<file path="src/rtl/lkp_pkg.sv">
// Package for the LED-and-key panel serial master.
// Command codes, frame constants, glyph table, controller state and control struct.
// No dependencies.
package lkp_pkg;

	// command codes
	localparam logic [1:0] CMD_DIGIT = 2'd0;
	localparam logic [1:0] CMD_LED   = 2'd1;
	localparam logic [1:0] CMD_READ  = 2'd2;
	localparam logic [1:0] CMD_NONE  = 2'd3;

	// chip command bytes
	localparam logic [7:0] OP_WRITE_FIXED = 8'h40;
	localparam logic [7:0] OP_WRITE_LED   = 8'h44;
	localparam logic [7:0] OP_READ_KEYS   = 8'h42;
	localparam logic [7:0] ADDR_DIGIT     = 8'hC0;
	localparam logic [7:0] ADDR_LED       = 8'hC1;

	// slot indexes
	localparam int unsigned SLOT_W = 6;
	localparam logic [SLOT_W-1:0] SLOT_FRAME1_END = 6'd7;
	localparam logic [SLOT_W-1:0] SLOT_HDR_END    = 6'd7;
	localparam logic [SLOT_W-1:0] SLOT_LAST_WR    = 6'd23;
	localparam logic [SLOT_W-1:0] SLOT_LAST_RD    = 6'd39;

	typedef enum logic {
		ST_IDLE,
		ST_RUN
	} lkp_state_t;

	// control from the sequencer to the key combiner
	typedef struct packed {
		logic load;
		logic shift;
	} lkp_acc_ctl_t;

	// 7-segment glyph table; blank beyond the table
	function automatic logic [6:0] glyph(input logic [5:0] sym);
		logic [7:0] g;
		begin
			case (sym)
				6'd0:  g = 8'h3F; 6'd1:  g = 8'h06; 6'd2:  g = 8'h5B; 6'd3:  g = 8'h4F;
				6'd4:  g = 8'h66; 6'd5:  g = 8'h6D; 6'd6:  g = 8'h7D; 6'd7:  g = 8'h07;
				6'd8:  g = 8'h7F; 6'd9:  g = 8'h6F; 6'd10: g = 8'h77; 6'd11: g = 8'h7C;
				6'd12: g = 8'h39; 6'd13: g = 8'h5E; 6'd14: g = 8'h79; 6'd15: g = 8'h71;
				6'd16: g = 8'h6F; 6'd17: g = 8'h3D; 6'd18: g = 8'h74; 6'd19: g = 8'h76;
				6'd20: g = 8'h05; 6'd21: g = 8'h06; 6'd22: g = 8'h0D; 6'd23: g = 8'h30;
				6'd24: g = 8'h38; 6'd25: g = 8'h54; 6'd26: g = 8'h37; 6'd27: g = 8'h5C;
				6'd28: g = 8'h3F; 6'd29: g = 8'h73; 6'd30: g = 8'h67; 6'd31: g = 8'h50;
				6'd32: g = 8'h6D; 6'd33: g = 8'h78; 6'd34: g = 8'h1C; 6'd35: g = 8'h3E;
				6'd36: g = 8'h66; 6'd37: g = 8'h08; 6'd38: g = 8'h40; 6'd39: g = 8'h01;
				default: g = 8'h00;
			endcase
			return g[6:0];
		end
	endfunction

endpackage

</file>
<file path="src/rtl/lkp_cmd_if.sv">
// Command channel for the panel serial master.
// Valid/ready handshake with the command fields; no dependencies.
interface lkp_cmd_if;
	logic        valid;
	logic        ready;
	logic [1:0]  cmd;
	logic [5:0]  symbol;
	logic        dot;
	logic [2:0]  position;
	logic [7:0]  led_value;
	logic [31:0] key_scan;

	modport source (output valid, cmd, symbol, dot, position, led_value, key_scan,
		input ready);
	modport sink (input valid, cmd, symbol, dot, position, led_value, key_scan,
		output ready);
endinterface

</file>
<file path="src/rtl/lkp_slot_if.sv">
// Bit slot channel of the panel serial master.
// Valid/ready handshake carrying one bit slot per request; no dependencies.
interface lkp_slot_if;
	logic       valid;
	logic       ready;
	logic       strobe_active;
	logic       drive_data;
	logic       data_bit;
	logic       end_of_frame;
	logic [7:0] keys;
	logic       last;

	modport source (output valid, strobe_active, drive_data, data_bit, end_of_frame, keys,
		last, input ready);
	modport sink (input valid, strobe_active, drive_data, data_bit, end_of_frame, keys,
		last, output ready);
endinterface

</file>
<file path="src/rtl/lkp_key_acc.sv">
// Bit-serial key combiner: folds the sampled key bytes into one key byte.
// Depends on lkp_pkg.
module lkp_key_acc
	import lkp_pkg::*;
(
	input  logic         clk,
	input  logic         arst_n,
	input  lkp_acc_ctl_t ctl,
	input  logic [31:0]  key_scan,
	output logic [7:0]   keys_nxt
);

	logic [31:0] scan_q;
	logic [4:0]  idx_q;
	logic [7:0]  keys_q;
	logic [3:0]  target;
	logic [7:0]  contrib;

	// bit j of byte i lands at key bit i + j when that is below 8
	assign target  = {2'b00, idx_q[4:3]} + {1'b0, idx_q[2:0]};
	assign contrib = (scan_q[0] && !target[3]) ? (8'd1 << target[2:0]) : 8'd0;
	assign keys_nxt = keys_q | contrib;

	// sampled bits consumed one per slot
	always_ff @(posedge clk or negedge arst_n) begin
		if (!arst_n) begin
			idx_q  <= '0;
			keys_q <= '0;
		end else if (ctl.load) begin
			idx_q  <= '0;
			keys_q <= '0;
		end else if (ctl.shift) begin
			idx_q  <= idx_q + 5'd1;
			keys_q <= keys_nxt;
		end
	end

	always_ff @(posedge clk) begin
		if (ctl.load) begin
			scan_q <= key_scan;
		end else if (ctl.shift) begin
			scan_q <= {1'b0, scan_q[31:1]};
		end
	end

endmodule

</file>
<file path="src/rtl/led_key_panel_serial_master.sv">
// Three-wire LED-and-key panel serial master: one command in, one bit slot per request out,
// LSB first. A digit or LED write gives 24 slots, a key read 40 (8 driven, 32 sampled). The
// block emits one slot per clock while the result side takes them. A command is taken only
// while the block is idle and its slots follow. The slot count is set by the last-slot
// constants SLOT_LAST_WR and SLOT_LAST_RD, held in last_q. After a command is taken, its first
// slot enters the output register once that register is empty or being read. A new command
// is taken as soon as the last slot of the previous one sits in the output register; the
// unused command code is taken and gives no slots.
// Depends on lkp_pkg, lkp_cmd_if, lkp_slot_if and lkp_key_acc.
module led_key_panel_serial_master
	import lkp_pkg::*;
(
	input  logic       clk,
	input  logic       arst_n,
	lkp_cmd_if.sink    command,
	lkp_slot_if.source result
);

	lkp_state_t       state_q, state_n;
	logic [SLOT_W-1:0] slot_q;
	logic [SLOT_W-1:0] last_q;
	logic             is_read_q;
	logic [23:0]      shift_q;
	logic [23:0]      load_data;
	logic             cmd_acc;
	logic             adv;
	logic             drive;
	logic             bit_v;
	logic             eof;
	logic             fin;
	logic [7:0]       keys_v;
	logic [7:0]       keys_nxt;
	lkp_acc_ctl_t     acc_ctl;

	logic             res_valid_q;
	logic             res_drive_q;
	logic             res_bit_q;
	logic             res_eof_q;
	logic [7:0]       res_keys_q;
	logic             res_last_q;

	// next state
	always_comb begin
		state_n = state_q;
		case (state_q)
			ST_IDLE: begin
				if (cmd_acc && command.cmd != CMD_NONE) state_n = ST_RUN;
			end
			ST_RUN: begin
				if (adv && fin) state_n = ST_IDLE;
			end
			default: state_n = ST_IDLE;
		endcase
	end

	// sequencer outputs
	always_comb begin
		command.ready = 1'b0;
		adv           = 1'b0;
		case (state_q)
			ST_IDLE: command.ready = 1'b1;
			ST_RUN:  adv = !res_valid_q || result.ready;
			default: ;
		endcase
	end

	assign cmd_acc = command.valid && command.ready;

	// frame bytes, first byte lowest
	always_comb begin
		case (command.cmd)
			CMD_DIGIT: load_data = {command.dot, glyph(command.symbol),
				ADDR_DIGIT | {4'b0000, command.position, 1'b0}, OP_WRITE_FIXED};
			CMD_LED:   load_data = {command.led_value,
				ADDR_LED | {4'b0000, command.position, 1'b0}, OP_WRITE_LED};
			CMD_READ:  load_data = {16'h0000, OP_READ_KEYS};
			default:   load_data = '0;
		endcase
	end

	// current slot
	assign fin    = (slot_q == last_q);
	assign drive  = !(is_read_q && slot_q > SLOT_HDR_END);
	assign bit_v  = drive && shift_q[0];
	assign eof    = is_read_q ? fin : (fin || slot_q == SLOT_FRAME1_END);
	assign keys_v = (is_read_q && fin) ? keys_nxt : 8'h00;

	assign acc_ctl.load  = cmd_acc;
	assign acc_ctl.shift = adv && !drive;

	lkp_key_acc u_key_acc (
		.clk      (clk),
		.arst_n   (arst_n),
		.ctl      (acc_ctl),
		.key_scan (command.key_scan),
		.keys_nxt (keys_nxt)
	);

	// control registers
	always_ff @(posedge clk or negedge arst_n) begin
		if (!arst_n) begin
			state_q     <= ST_IDLE;
			slot_q      <= '0;
			res_valid_q <= 1'b0;
		end else begin
			state_q <= state_n;
			if (cmd_acc) begin
				slot_q <= '0;
			end else if (adv) begin
				slot_q <= slot_q + 6'd1;
			end
			if (adv) begin
				res_valid_q <= 1'b1;
			end else if (result.ready) begin
				res_valid_q <= 1'b0;
			end
		end
	end

	// frame shift register and command kind
	always_ff @(posedge clk) begin
		if (cmd_acc) begin
			shift_q   <= load_data;
			is_read_q <= (command.cmd == CMD_READ);
			last_q    <= (command.cmd == CMD_READ) ? SLOT_LAST_RD : SLOT_LAST_WR;
		end else if (adv) begin
			shift_q <= {1'b0, shift_q[23:1]};
		end
	end

	// output register
	always_ff @(posedge clk) begin
		if (adv) begin
			res_drive_q <= drive;
			res_bit_q   <= bit_v;
			res_eof_q   <= eof;
			res_keys_q  <= keys_v;
			res_last_q  <= fin;
		end
	end

	assign result.valid         = res_valid_q;
	assign result.strobe_active = 1'b1;
	assign result.drive_data    = res_drive_q;
	assign result.data_bit      = res_bit_q;
	assign result.end_of_frame  = res_eof_q;
	assign result.keys          = res_keys_q;
	assign result.last          = res_last_q;

	// the final slot of a command always closes a frame
	a_last_eof: assert property (@(posedge clk) disable iff (!arst_n)
		res_valid_q && res_last_q |-> res_eof_q)
		else $error("last slot without end of frame");

	// key byte only shows on the final slot
	a_keys_last: assert property (@(posedge clk) disable iff (!arst_n)
		res_valid_q && !res_last_q |-> res_keys_q == 8'h00)
		else $error("key byte on a slot other than the last");

	// released data line carries zero
	a_release: assert property (@(posedge clk) disable iff (!arst_n)
		res_valid_q && !res_drive_q |-> !res_bit_q)
		else $error("data bit set while sampling");

	// slot counter stays within the command
	a_slot_range: assert property (@(posedge clk) disable iff (!arst_n)
		state_q == ST_RUN |-> slot_q <= last_q)
		else $error("slot counter overran the command");

endmodule

</file>
<file path="src/flat_wrapper.sv">
// flat-port wrapper written by rule: the top's interface ports become plain ports
module led_key_panel_serial_master_flat import lkp_pkg::*;
  (clk, arst_n, command_valid, command_cmd, command_symbol, command_dot, command_position, command_led_value, command_key_scan, command_ready, result_valid, result_strobe_active, result_drive_data, result_data_bit, result_end_of_frame, result_keys, result_last, result_ready);
  lkp_cmd_if command_i ();
  lkp_slot_if result_i ();
  input  logic clk;
  input  logic arst_n;
  input wire logic [$bits(command_i.valid)-1:0] command_valid;
  input wire logic [$bits(command_i.cmd)-1:0] command_cmd;
  input wire logic [$bits(command_i.symbol)-1:0] command_symbol;
  input wire logic [$bits(command_i.dot)-1:0] command_dot;
  input wire logic [$bits(command_i.position)-1:0] command_position;
  input wire logic [$bits(command_i.led_value)-1:0] command_led_value;
  input wire logic [$bits(command_i.key_scan)-1:0] command_key_scan;
  output wire logic [$bits(command_i.ready)-1:0] command_ready;
  output wire logic [$bits(result_i.valid)-1:0] result_valid;
  output wire logic [$bits(result_i.strobe_active)-1:0] result_strobe_active;
  output wire logic [$bits(result_i.drive_data)-1:0] result_drive_data;
  output wire logic [$bits(result_i.data_bit)-1:0] result_data_bit;
  output wire logic [$bits(result_i.end_of_frame)-1:0] result_end_of_frame;
  output wire logic [$bits(result_i.keys)-1:0] result_keys;
  output wire logic [$bits(result_i.last)-1:0] result_last;
  input wire logic [$bits(result_i.ready)-1:0] result_ready;
  assign command_i.valid = command_valid;
  assign command_i.cmd = command_cmd;
  assign command_i.symbol = command_symbol;
  assign command_i.dot = command_dot;
  assign command_i.position = command_position;
  assign command_i.led_value = command_led_value;
  assign command_i.key_scan = command_key_scan;
  assign command_ready = command_i.ready;
  assign result_valid = result_i.valid;
  assign result_strobe_active = result_i.strobe_active;
  assign result_drive_data = result_i.drive_data;
  assign result_data_bit = result_i.data_bit;
  assign result_end_of_frame = result_i.end_of_frame;
  assign result_keys = result_i.keys;
  assign result_last = result_i.last;
  assign result_i.ready = result_ready;
  led_key_panel_serial_master u_core (.clk(clk), .arst_n(arst_n), .command(command_i), .result(result_i));
endmodule
</file>
<file path="config.mk">
export PLATFORM = sky130hd
export DESIGN_NAME = led_key_panel_serial_master_flat
export DESIGN_NICKNAME = d
export VERILOG_FILES = /design/src/rtl/lkp_pkg.sv /design/src/rtl/lkp_cmd_if.sv /design/src/rtl/lkp_slot_if.sv /design/src/rtl/lkp_key_acc.sv /design/src/rtl/led_key_panel_serial_master.sv /design/src/flat_wrapper.sv
export SDC_FILE = /design/constraint.sdc
export NUM_CORES = 1
export LEC_CHECK = 0
export CAP_MARGIN = 20
export CORE_UTILIZATION = 63
export DETAILED_ROUTE_END_ITERATION = 8
export DONT_BUFFER_PORTS = 1
export PLACE_DENSITY = 0.79
export SYNTH_ARGS = -nofsm -noshare
export SYNTH_HDL_FRONTEND = slang
export SYNTH_SLANG_ARGS = --single-unit
</file>
<file path="constraint.sdc">
create_clock -name clk -period 4.75 [get_ports clk]
set_input_delay 0.475 -clock clk [delete_from_list [all_inputs] [get_ports clk]]
set_output_delay 0.475 -clock clk [all_outputs]
set_load 0.01 [all_outputs]
</file>
==> impl_metrics.csv, run 1 <==
group,metric,value,unit
worst_setup_path,required,4870,ps
min_path,hold_end,"u_core.u_key_acc.scan_q[23]",
global_routing,grt_antenna_before_repair,0,
worst_setup_path,crit_fanout,65,
routing,viasPerCell,5.90,
worst_setup_path,r2r-start,"u_core.state_q",
floorplan,dieArea,7800,um^2
placed_design,dpl_worst_slack,2460,ps
routing,drt-initial-drc-count,206,
power_and_ir_drop,seqPwrFrac,55.7,%
final_layout,fin_util,67.6,%
routing,firstDrtPassIters,7,
yosys,ys_top_cells_by_area,"edfxtp_1 (45%), dfrtp_1 (11%), nand2_1 (10%)",
yosys,synth_ff_type,"edfxtp_1",
sta,finalClockSkew,11.8,ps
placed_design,port_buffers,0,
clock_tree,clkTransAtPathRegs,90,ps
min_path,hold_path.class,"primary input to register",
routing,wl_per_cell,15.6,um
floorplan,core,7210,um^2
yosys,syn-num-nets,522,
global_routing,grt_max_degree,66,
sta,setup_violations,0,
min_path,hold_start,"command_key_scan[23]",
worst_setup_path,worstPathArrival,2440,ps
placed_design,dp.cells,529,
clock_tree,clk_path_buf_depth,2,
routing,wl,8520,um
floorplan,io_pins,71,
clock_tree,numCtsBuffers,9,
yosys,synth-simple-area-share,21.9,%
power_and_ir_drop,p_clk_share,19.1,%
yosys,ys_seq_elements,91,
yosys,synthMuxAreaShare,1.28,%
placed_design,gp_congestion,0.855,
yosys,yosys.area.top_type_share,44.8,%
routing,vias,3219,
global_routing,groute.usage.overall,23.2,%
worst_setup_path,r2r_slack,2430,ps
yosys,yosysWarnings,0,
floorplan,initial_core_util,65.0,%
yosys,yosysSeqAreaShare,56.0,%
worst_setup_path,rr_endpoint,"u_core.u_key_acc.scan_q[31]",
yosys,yosysMostFrequentCell,"nand2_1",
yosys,synth_cell_type_count,61,
power_and_ir_drop,power_switching,785,uW
clock_tree,worst_skew_pair.late_latency,360,ps
placed_design,hpwl,5800,um
power_and_ir_drop,leakage,0.00196,uW
global_routing,grt_pass1_vias,2875,
worst_setup_path,r2r_cells,5,
yosys,synth_area,4690,um^2
final_layout,nets,511,
power_and_ir_drop,p_sw_share,32.5,%
floorplan,num_rows,31,
sta,setup_ws,2430,ps
final_layout,syn2layout_area_growth,3.89,%
yosys,synth_async_sr_flop_share,23.1,%
power_and_ir_drop,irDropWorstVdd,0.331,mV
yosys,synth_top_family_by_area,"simple AND/OR/NAND/NOR gates",
sta,fmax,0.431,GHz
routing,drc,0,
power_and_ir_drop,comb_power_share,25.2,%
power_and_ir_drop,p_int,1630,uW
min_path,holdPathStages,2,
sta,min_period,2320,ps
yosys,synth_edf_count,70,
sta,min_period_over_period,48.8,%
sta,setup_tns,0,ps
yosys,syn_avg_cell_area,10.4,um^2
worst_setup_path,cp-end-kind,"register",
yosys,synth_compound_area_share,12.1,%
final_layout,fin_cells,546,
clock_tree,clkSinkCount,91,
power_and_ir_drop,power_density,495,nW/um^2
clock_tree,cts-root-buf,"clkbuf_8",
worst_setup_path,start_kind,"register",
clock_tree,htree_num_levels,3,
final_layout,drive_gt1_share,6.94,%
floorplan,die_w,88.3,um
yosys,syn_inst,453,
routing,ant_nets,0,
sta,hold-worst-slack,286,ps
sta,relSlewSlack,32.2,%
floorplan,die_h,88.3,um
job,drv_cap,0,
yosys,synth_area_leader_cell,"edfxtp_1",
yosys,synth_fa_ha_area_share,3.63,%
worst_setup_path,critPathKind,"register to register",
global_routing,grt_pass1_wl,13700,um
sta,worst_pin_slew,1020,ps
clock_tree,cts_tree,"yes",
yosys,synth_xor_area_share,0.934,%
final_layout,diodes,0,
sta,rsz0062_at_grt,"false",
global_routing,grt_overflow,0,
worst_setup_path,startpoint,"u_core.state_q",
sta,hold_viol,0,
sta,finalMaxSlewViolations,0,
yosys,yosys-top-cells-count,"nand2_1 (129), edfxtp_1 (70), nor2_1 (22)",
outcome,outcome,"complete, no violations",
## worst max-delay path, stage by stage (launching register included)
cell     delay [ps]
dfrtp_1         430
inv_2           120
nand2_2          90
buf_4           530
inv_2           530
and2_1          330
## final cells by class
type,count,area [um^2]
clock buffer,11,131
inverter,14,52.6
fill,568,2340
sequential,91,2630
timing repair buffer,2,17.5
clock inverter,5,37.5
multi-input combinational,324,1880
tap,99,124
## registers in the layout, summed over array words and instances (netlist names)
register                    cells
u_core.state_q                  1
u_core.result.data_bit          1
u_core.result.drive_data        1
u_core.slot_q                   6
u_core.last_q                   2
u_core.result.last              1
u_core.result.valid             1
u_core.shift_q                 24
u_core.result.end_of_frame      1
u_core.result.keys              8
u_core.u_key_acc.idx_q          5
u_core.u_key_acc.scan_q        32
u_core.u_key_acc.keys_q         8
## cells by family after synthesis
family          Yosys count
flops                    91
mux                       6
other cells               1
simple gates            218
fa+ha+maj                13
buf+inv                  38
compound gates           81
xor+xnor                  5
## metrics by stage
step | instance area [um^2] | total power, uW
finish | 4870 | 2410
global route | 4870 | 2570
detailed placement | 4690 | 1960
CTS | 4870 | 2420
floorplan | 4690 | 1830
global placement | 4690 | 1930
## layout by cell type, fill, tap and decap left out, types with 3 or more instances in the layout
cell type,Yosys,routed
edfxtp_1,70,70
ha_1,12,12
nand3_1,11,11
nand3b_1,6,6
a21oi_1,20,20
a221oi_1,5,5
o21ai_0,20,19
a22o_1,4,4
nor2b_1,13,13
nand2b_1,9,9
o31ai_1,3,3
inv_1,12,12
a21o_1,4,4
nand2_1,129,129
dfrtp_1,21,21
nand4_1,5,5
and2_1,4,4
clkbuf_8,0,9
a31oi_1,4,4
nor2_1,22,22
xor2_1,4,4
mux2i_1,6,6
nor3_1,6,6
## layer usage
metal  routed length (um)  track usage [%]
met1                 3900             33.3
met5                    0                0
met4                  129             7.33
met2                 3970             35.2
met3                  514             5.41
## power by group through the flow
stage | combinational, uW | sequential (uW) | clock, uW
floorplan | 499 | 1330 | 0
global placement | 581 | 1350 | 0
CTS | 612 | 1340 | 469
finish | 608 | 1340 | 460
detailed placement | 605 | 1360 | 0
global route | 695 | 1370 | 503
## worst max path at each step
stage | end | slack, ps | cells after the start
finish | u_core.u_key_acc.scan_q[31] | 2430 | 5
global route | u_core.u_key_acc.scan_q[0] | 2260 | 6
global placement | u_core.u_key_acc.scan_q[31] | 2510 | 5
detailed placement | u_core.u_key_acc.scan_q[31] | 2460 | 5
floorplan | u_core.u_key_acc.scan_q[0] | 1240 | 3
CTS | u_core.u_key_acc.scan_q[31] | 2450 | 5
## repair_timing
| action | in CTS | in global routing |
|---|---|---|
| gates resized for setup | 0 | 0 |
| hold endpoints to repair | 21 | 0 |
| setup buffers | 0 | 0 |
| hold buffers | 1 | 0 |
Note: power is estimated with default switching activity, not from simulation.
==> run 2: changes to the inputs <==
clock period = 2.4 ns   (was 4.75 ns; I/O delays follow)
==> run 2 against run 1 <==
  * Clock power is 100% higher
  * Non-clock buffer count rose by 6
  * Utilization rose by 0.87 points
  * Register-to-register slack worse by 2100 ps
  * Setup slack worse by 2100 ps
  * Die area unchanged
  * Largest power group unchanged
==> impl_metrics.csv, run 2 (synthesis gave the netlist of run 1 again) <==
group,metric,value,unit
clock_tree,numCtsBuffers,9,
sta,setup_violations,0,
final_layout,top_register,"u_core.u_key_acc.scan_q",
power_and_ir_drop,leakage,0.00199,uW
worst_setup_path,rr_endpoint,"u_core.result.keys[3]",
floorplan,die_w,88.3,um
clock_tree,clkTransAtPathRegs,100,ps
floorplan,die_h,88.3,um
final_layout,drive_gt1_share,8.61,%
outcome,outcome,"complete, no violations",
final_layout,reg.largest.list,"u_core.u_key_acc.scan_q: 32 flops, u_core.shift_q: 24 flops",
final_layout,finalInstanceArea,4940,um^2
worst_setup_path,r2r_slack,320,ps
worst_setup_path,crit_fanout,8,
min_path,hold_end,"u_core.u_key_acc.scan_q[21]",
clock_tree,cts_tree,"yes",
worst_setup_path,slowest_delay,430,ps
floorplan,num_rows,31,
min_path,hold_start,"command_key_scan[21]",
final_layout,nets,517,
worst_setup_path,crit_family,"adder cells",
global_routing,grt_antenna_before_repair,0,
worst_setup_path,worstPathArrival,2280,ps
routing,wl_per_cell,15.3,um
final_layout,final_common_cell,"nand2_1",
routing,drt-initial-drc-count,145,
min_path,hold_path.class,"primary input to register",
final_layout,syn2layout_area_growth,5.23,%
placed_design,port_buffers,0,
routing,ant_nets,0,
worst_setup_path,crit_path_cell_trace,"ha_1 -> fa_1 -> or2_2 -> a21oi_2 -> a31oi_1 -> nor2_1",
power_and_ir_drop,power_density,976,nW/um^2
placed_design,hpwl,5750,um
final_layout,fin_util,68.4,%
worst_setup_path,start_kind,"register",
sta,setup_ws,323,ps
floorplan,initial_core_util,65.0,%
clock_tree,htree_num_levels,3,
global_routing,grt_max_degree,46,
worst_setup_path,r2r-start,"u_core.u_key_acc.idx_q[0]",
global_routing,grt_pass1_wl,13700,um
sta,hold_viol,0,
worst_setup_path,path_buf_inv,0,
routing,vias,3168,
final_layout,diodes,0,
clock_tree,clk_path_buf_depth,2,
placed_design,dpl_worst_slack,340,ps
placed_design,gp_congestion,0.830,
clock_tree,cts_setup_buffers,0,
placed_design,place_area,4750,um^2
routing,viasPerCell,5.74,
sta,relSlewSlack,33.7,%
job,drv_cap,0,
final_layout,fill_cells,584,
sta,rsz0062_at_grt,"false",
sta,setup_tns,0,ps
floorplan,io_pins,71,
clock_tree,clkSinkCount,91,
sta,finalMaxSlewViolations,0,
global_routing,grt_overflow,0,
min_path,holdPathStages,2,
global_routing,groute.usage.overall,22.9,%
worst_setup_path,critPathKind,"register to register",
routing,firstDrtPassIters,4,
floorplan,core,7210,um^2
worst_setup_path,crit_slowest_cell,"dfrtp_1",
sta,worst_pin_slew,991,ps
routing,wl,8440,um
sta,min_period_over_period,86.5,%
power_and_ir_drop,irDropWorstVdd,0.474,mV
sta,min_period,2080,ps
worst_setup_path,required,2610,ps
worst_setup_path,cp-end-kind,"register",
floorplan,dieArea,7800,um^2
clock_tree,worst_skew_pair.late_latency,340,ps
routing,drc,0,
global_routing,grt_pass1_vias,2844,
final_layout,largest_register_ffs,32,
sta,finalClockSkew,14.0,ps
clock_tree,cts-root-buf,"clkbuf_8",
final_layout,layout_common_cells,"nand2_1 (129), edfxtp_1 (70), nor2_1 (22), dfrtp_1 (21), a21oi_1 (20)",
worst_setup_path,r2r_cells,6,
sta,fmax,0.481,GHz
## run 2: layer usage
metal | global-route usage, % | vias up | part of all wire (%)
met5 | 0 | - | 0
met4 | 5.87 | 0 | 0.69
met3 | 6.44 | 6 | 4.5
met2 | 34.3 | 77 | 47
met1 | 33.3 | 1503 | 48
li1 | - | 1582 | -
## run 2: where the power goes
part / internal [uW] / switching [uW]
clock: 387 / 541
combinational: 472 / 773
sequential: 2400 / 246
## run 2: through the flow
stage          hold slack, ps  power [uW]  instances
4_1_cts                  48.9        4850        552
3_5_place_dp            -55.1        3920        535
5_1_grt                  34.1        5130        552
6_report                 64.7        4820        552
3_3_place_gp            -55.1        3860        535
2_1_floorplan           -55.6        3610        453
## run 2: area by class of cell
| cell class | instances | area, um^2 | area share [%] |
|---|---|---|---|
| tap | 99 | 124 | 2.51 |
| clock inverter | 6 | 46.3 | 0.938 |
| timing repair buffer | 8 | 75.1 | 1.52 |
| clock buffer | 10 | 128 | 2.59 |
| multi-input combinational | 324 | 1880 | 38.1 |
| inverter | 14 | 52.6 | 1.06 |
| sequential | 91 | 2630 | 53.2 |
## run 2: worst max path at each step
stage,start,cells after the start,slack (ps),end
floorplan,u_core.result.valid,3,420,u_core.u_key_acc.scan_q[0]
global placement,u_core.u_key_acc.idx_q[0],6,400,u_core.result.keys[3]
detailed placement,u_core.u_key_acc.idx_q[0],6,340,u_core.result.keys[3]
CTS,u_core.u_key_acc.idx_q[0],6,320,u_core.result.keys[3]
global route,u_core.u_key_acc.idx_q[0],6,190,u_core.result.keys[3]
finish,u_core.u_key_acc.idx_q[0],6,320,u_core.result.keys[3]
## run 2: repair_timing
action                    in CTS  in global routing
hold buffers                   1                  0
hold endpoints to repair      21                  0
gates resized for setup        0                  0
==> run 3: changes to the inputs <==
ABC_AREA = 1   (was default)
==> run 3 against run 2 <==
  * Cell count increased by 16%
  * Design area up 1.0%
  * Clock skew up 1.0 ps
==> impl_metrics.csv, run 3 <==
group,metric,value,unit
power_and_ir_drop,seqPwrFrac,52.1,%
clock_tree,clkTransAtPathRegs,100,ps
sta,setup_tns,0,ps
global_routing,groute.usage.overall,25.2,%
final_layout,nets,605,
final_layout,fin_util,69.1,%
worst_setup_path,slowest_delay,430,ps
final_layout,largest_register_ffs,32,
yosys,ys_seq_elements,91,
final_layout,syn2layout_area_growth,6.29,%
sta,finalClockSkew,15.0,ps
yosys,synth_compound_area_share,7.76,%
worst_setup_path,crit_slowest_cell,"dfrtp_1",
sta,min_period,2090,ps
routing,drt-initial-drc-count,180,
global_routing,grt_pass1_wl,14800,um
power_and_ir_drop,p_int,3230,uW
yosys,synth_async_sr_flop_share,23.1,%
sta,finalMaxSlewViolations,0,
power_and_ir_drop,power_switching,1520,uW
routing,wl_per_cell,14.3,um
power_and_ir_drop,comb_power_share,23.5,%
floorplan,die_w,88.3,um
yosys,synth_edf_count,70,
sta,fmax,0.478,GHz
sta,hold_viol,0,
floorplan,die_h,88.3,um
job,drv_cap,0,
yosys,synth_ff_type,"edfxtp_1",
routing,viasPerCell,5.45,
worst_setup_path,start_kind,"register",
power_and_ir_drop,total_power,4750,uW
yosys,synth_area_leader_cell,"edfxtp_1",
yosys,syn_inst,538,
yosys,synth_xor_area_share,0.373,%
sta,worst_pin_slew,969,ps
yosys,yosysMostFrequentCell,"nand2_1",
yosys,synth-simple-area-share,25.8,%
worst_setup_path,crit_path_cell_trace,"ha_1 -> fa_1 -> or2_2 -> a21oi_1 -> a21oi_1 -> nor2_1",
outcome,outcome,"complete, no violations",
sta,setup_violations,0,
worst_setup_path,critPathKind,"register to register",
routing,wl,9150,um
yosys,ys_top_cells_by_area,"edfxtp_1 (45%), nand2_1 (16%), dfrtp_1 (11%)",
worst_setup_path,path_buf_inv,0,
yosys,yosys.area.top_type_share,44.8,%
sta,min_period_over_period,87.1,%
power_and_ir_drop,irDropWorstVdd,0.476,mV
yosys,syn-num-nets,607,
clock_tree,worst_skew_pair.late_latency,370,ps
worst_setup_path,worstPathArrival,2320,ps
yosys,synth_top_family_by_area,"simple AND/OR/NAND/NOR gates",
floorplan,core,7210,um^2
yosys,synth_fa_ha_area_share,3.63,%
worst_setup_path,path_common_cell,"a21oi_1",
final_layout,reg.largest.list,"u_core.u_key_acc.scan_q: 32 flops, u_core.shift_q: 24 flops",
worst_setup_path,required,2630,ps
clock_tree,cts_resized,0,
routing,ant_nets,0,
global_routing,grt_max_degree,57,
final_layout,diodes,0,
clock_tree,cts-root-buf,"clkbuf_8",
placed_design,port_buffers,0,
clock_tree,cts_tree,"yes",
min_path,hold_path.class,"primary input to register",
power_and_ir_drop,p_clk_share,24.4,%
clock_tree,htree_num_levels,3,
power_and_ir_drop,power_density,954,nW/um^2
placed_design,hpwl,6300,um
clock_tree,clkSinkCount,91,
floorplan,num_rows,31,
floorplan,io_pins,71,
final_layout,fill_cells,586,
worst_setup_path,cp-end-kind,"register",
yosys,yosysWarnings,0,
global_routing,grt_pass1_vias,3165,
final_layout,drive_gt1_share,7.02,%
yosys,yosys-top-cells-count,"nand2_1 (205), edfxtp_1 (70), nor2_1 (50)",
worst_setup_path,crit_fanout,4,
yosys,synth_cell_type_count,37,
final_layout,layout_common_cells,"nand2_1 (204), edfxtp_1 (70), nor2_1 (50), inv_1 (44), nand3_1 (30)",
final_layout,final_common_cell,"nand2_1",
worst_setup_path,crit_family,"adder cells",
power_and_ir_drop,p_sw_share,32.0,%
routing,drc,0,
floorplan,initial_core_util,65.0,%
floorplan,dieArea,7800,um^2
power_and_ir_drop,leakage,0.00224,uW
routing,vias,3487,
clock_tree,numCtsBuffers,9,
clock_tree,clk_path_buf_depth,2,
yosys,syn_avg_cell_area,8.72,um^2
routing,firstDrtPassIters,5,
placed_design,gp_congestion,0.974,
yosys,synth_area,4690,um^2
final_layout,top_register,"u_core.u_key_acc.scan_q",
global_routing,grt_overflow,0,
final_layout,fin_cells,640,
sta,rsz0062_at_grt,"false",
yosys,yosysSeqAreaShare,56.0,%
placed_design,dp.cells,623,
sta,relSlewSlack,35.2,%
yosys,synthMuxAreaShare,0,%
global_routing,grt_antenna_before_repair,0,
[run 3: changes by cell type after synthesis, sizes merged, moves of 9 or more]
| cell | change |
|---|---|
| nand3 | +19 |
| nand2b | -9 |
| inv | +36 |
| nor2b | -14 |
| o21ai | +10 |
| nor2 | +30 |
| nand2 | +78 |
[run 3: cell type report]
cell class	instances	area (um^2)	share of cell area [%]
Clock buffer	10	128	2.56
Clock inverter	6	96.3	1.93
Multi-Input combinational cell	377	1770	35.5
Sequential cell	91	2630	52.7
Tap cell	99	124	2.48
Inverter	50	188	3.76
Timing Repair Buffer	7	55.1	1.10
[run 3: timing repair]
item	CTS	global route
endpoints found under the hold margin	21	0
hold buffers	1	0
buffers inserted	0	0
endpoints found under the setup margin	0	0
[run 3: per-layer routing]
layer / track usage (%) / share of wire (%) / up-vias
met5: 0 / 0 / -
met4: 8.06 / 1.4 / 0
met3: 7.28 / 5.1 / 15
met2: 41.2 / 50 / 96
met1: 32.8 / 43 / 1639
li1: - / - / 1737
[run 3: power groups by stage]
stage	Combinational (uW)	Sequential [uW]	Clock [uW]
finish	1120	2480	1160
global route	1290	2520	1240
CTS	1130	2480	1170
detailed placement	1120	2510	0
floorplan	880	2460	0
global placement	1060	2490	0
[run 3: final timing paths]
| kind | start | end | slack, ps | depth (start not counted) |
|---|---|---|---|---|
| min | command_key_scan[8] | u_core.u_key_acc.scan_q[8] | 40 | 2 |
| min in group asynchronous | arst_n | u_core.slot_q[2] | 470 | 1 |
| min reg2reg | u_core.u_key_acc.keys_q[0] | u_core.u_key_acc.keys_q[0] | 510 | 2 |
| max | u_core.u_key_acc.idx_q[0] | u_core.result.keys[1] | 310 | 6 |
| max in group asynchronous | arst_n | u_core.slot_q[0] | 1340 | 1 |
| max reg2reg | u_core.u_key_acc.idx_q[0] | u_core.result.keys[1] | 310 | 6 |
[run 3: through the flow]
step	worst slack (ps)	hold WS (ps)	area [um^2]
global placement	425	-55.1	4750
floorplan	291	-55.6	4690
finish	309	40.8	4990
global route	181	30.1	4990
detailed placement	348	-54.9	4750
CTS	320	35.4	4990
[run 3: cell families (layout without fill, tap and decap cells)]
kind of cell	count (synthesis)	in the layout
compound gates	63	63
simple gates	298	298
fa+ha+maj	13	13
flops	91	91
buf+inv	70	73
other cells	1	1
xor+xnor	2	2
[run 3: worst register-to-register path, stage by stage, from the launching register on]
cell and delay (ps):
dfrtp_1 430, ha_1 250, fa_1 400, or2_2 300
a21oi_1 310, a21oi_1 150, nor2_1 100
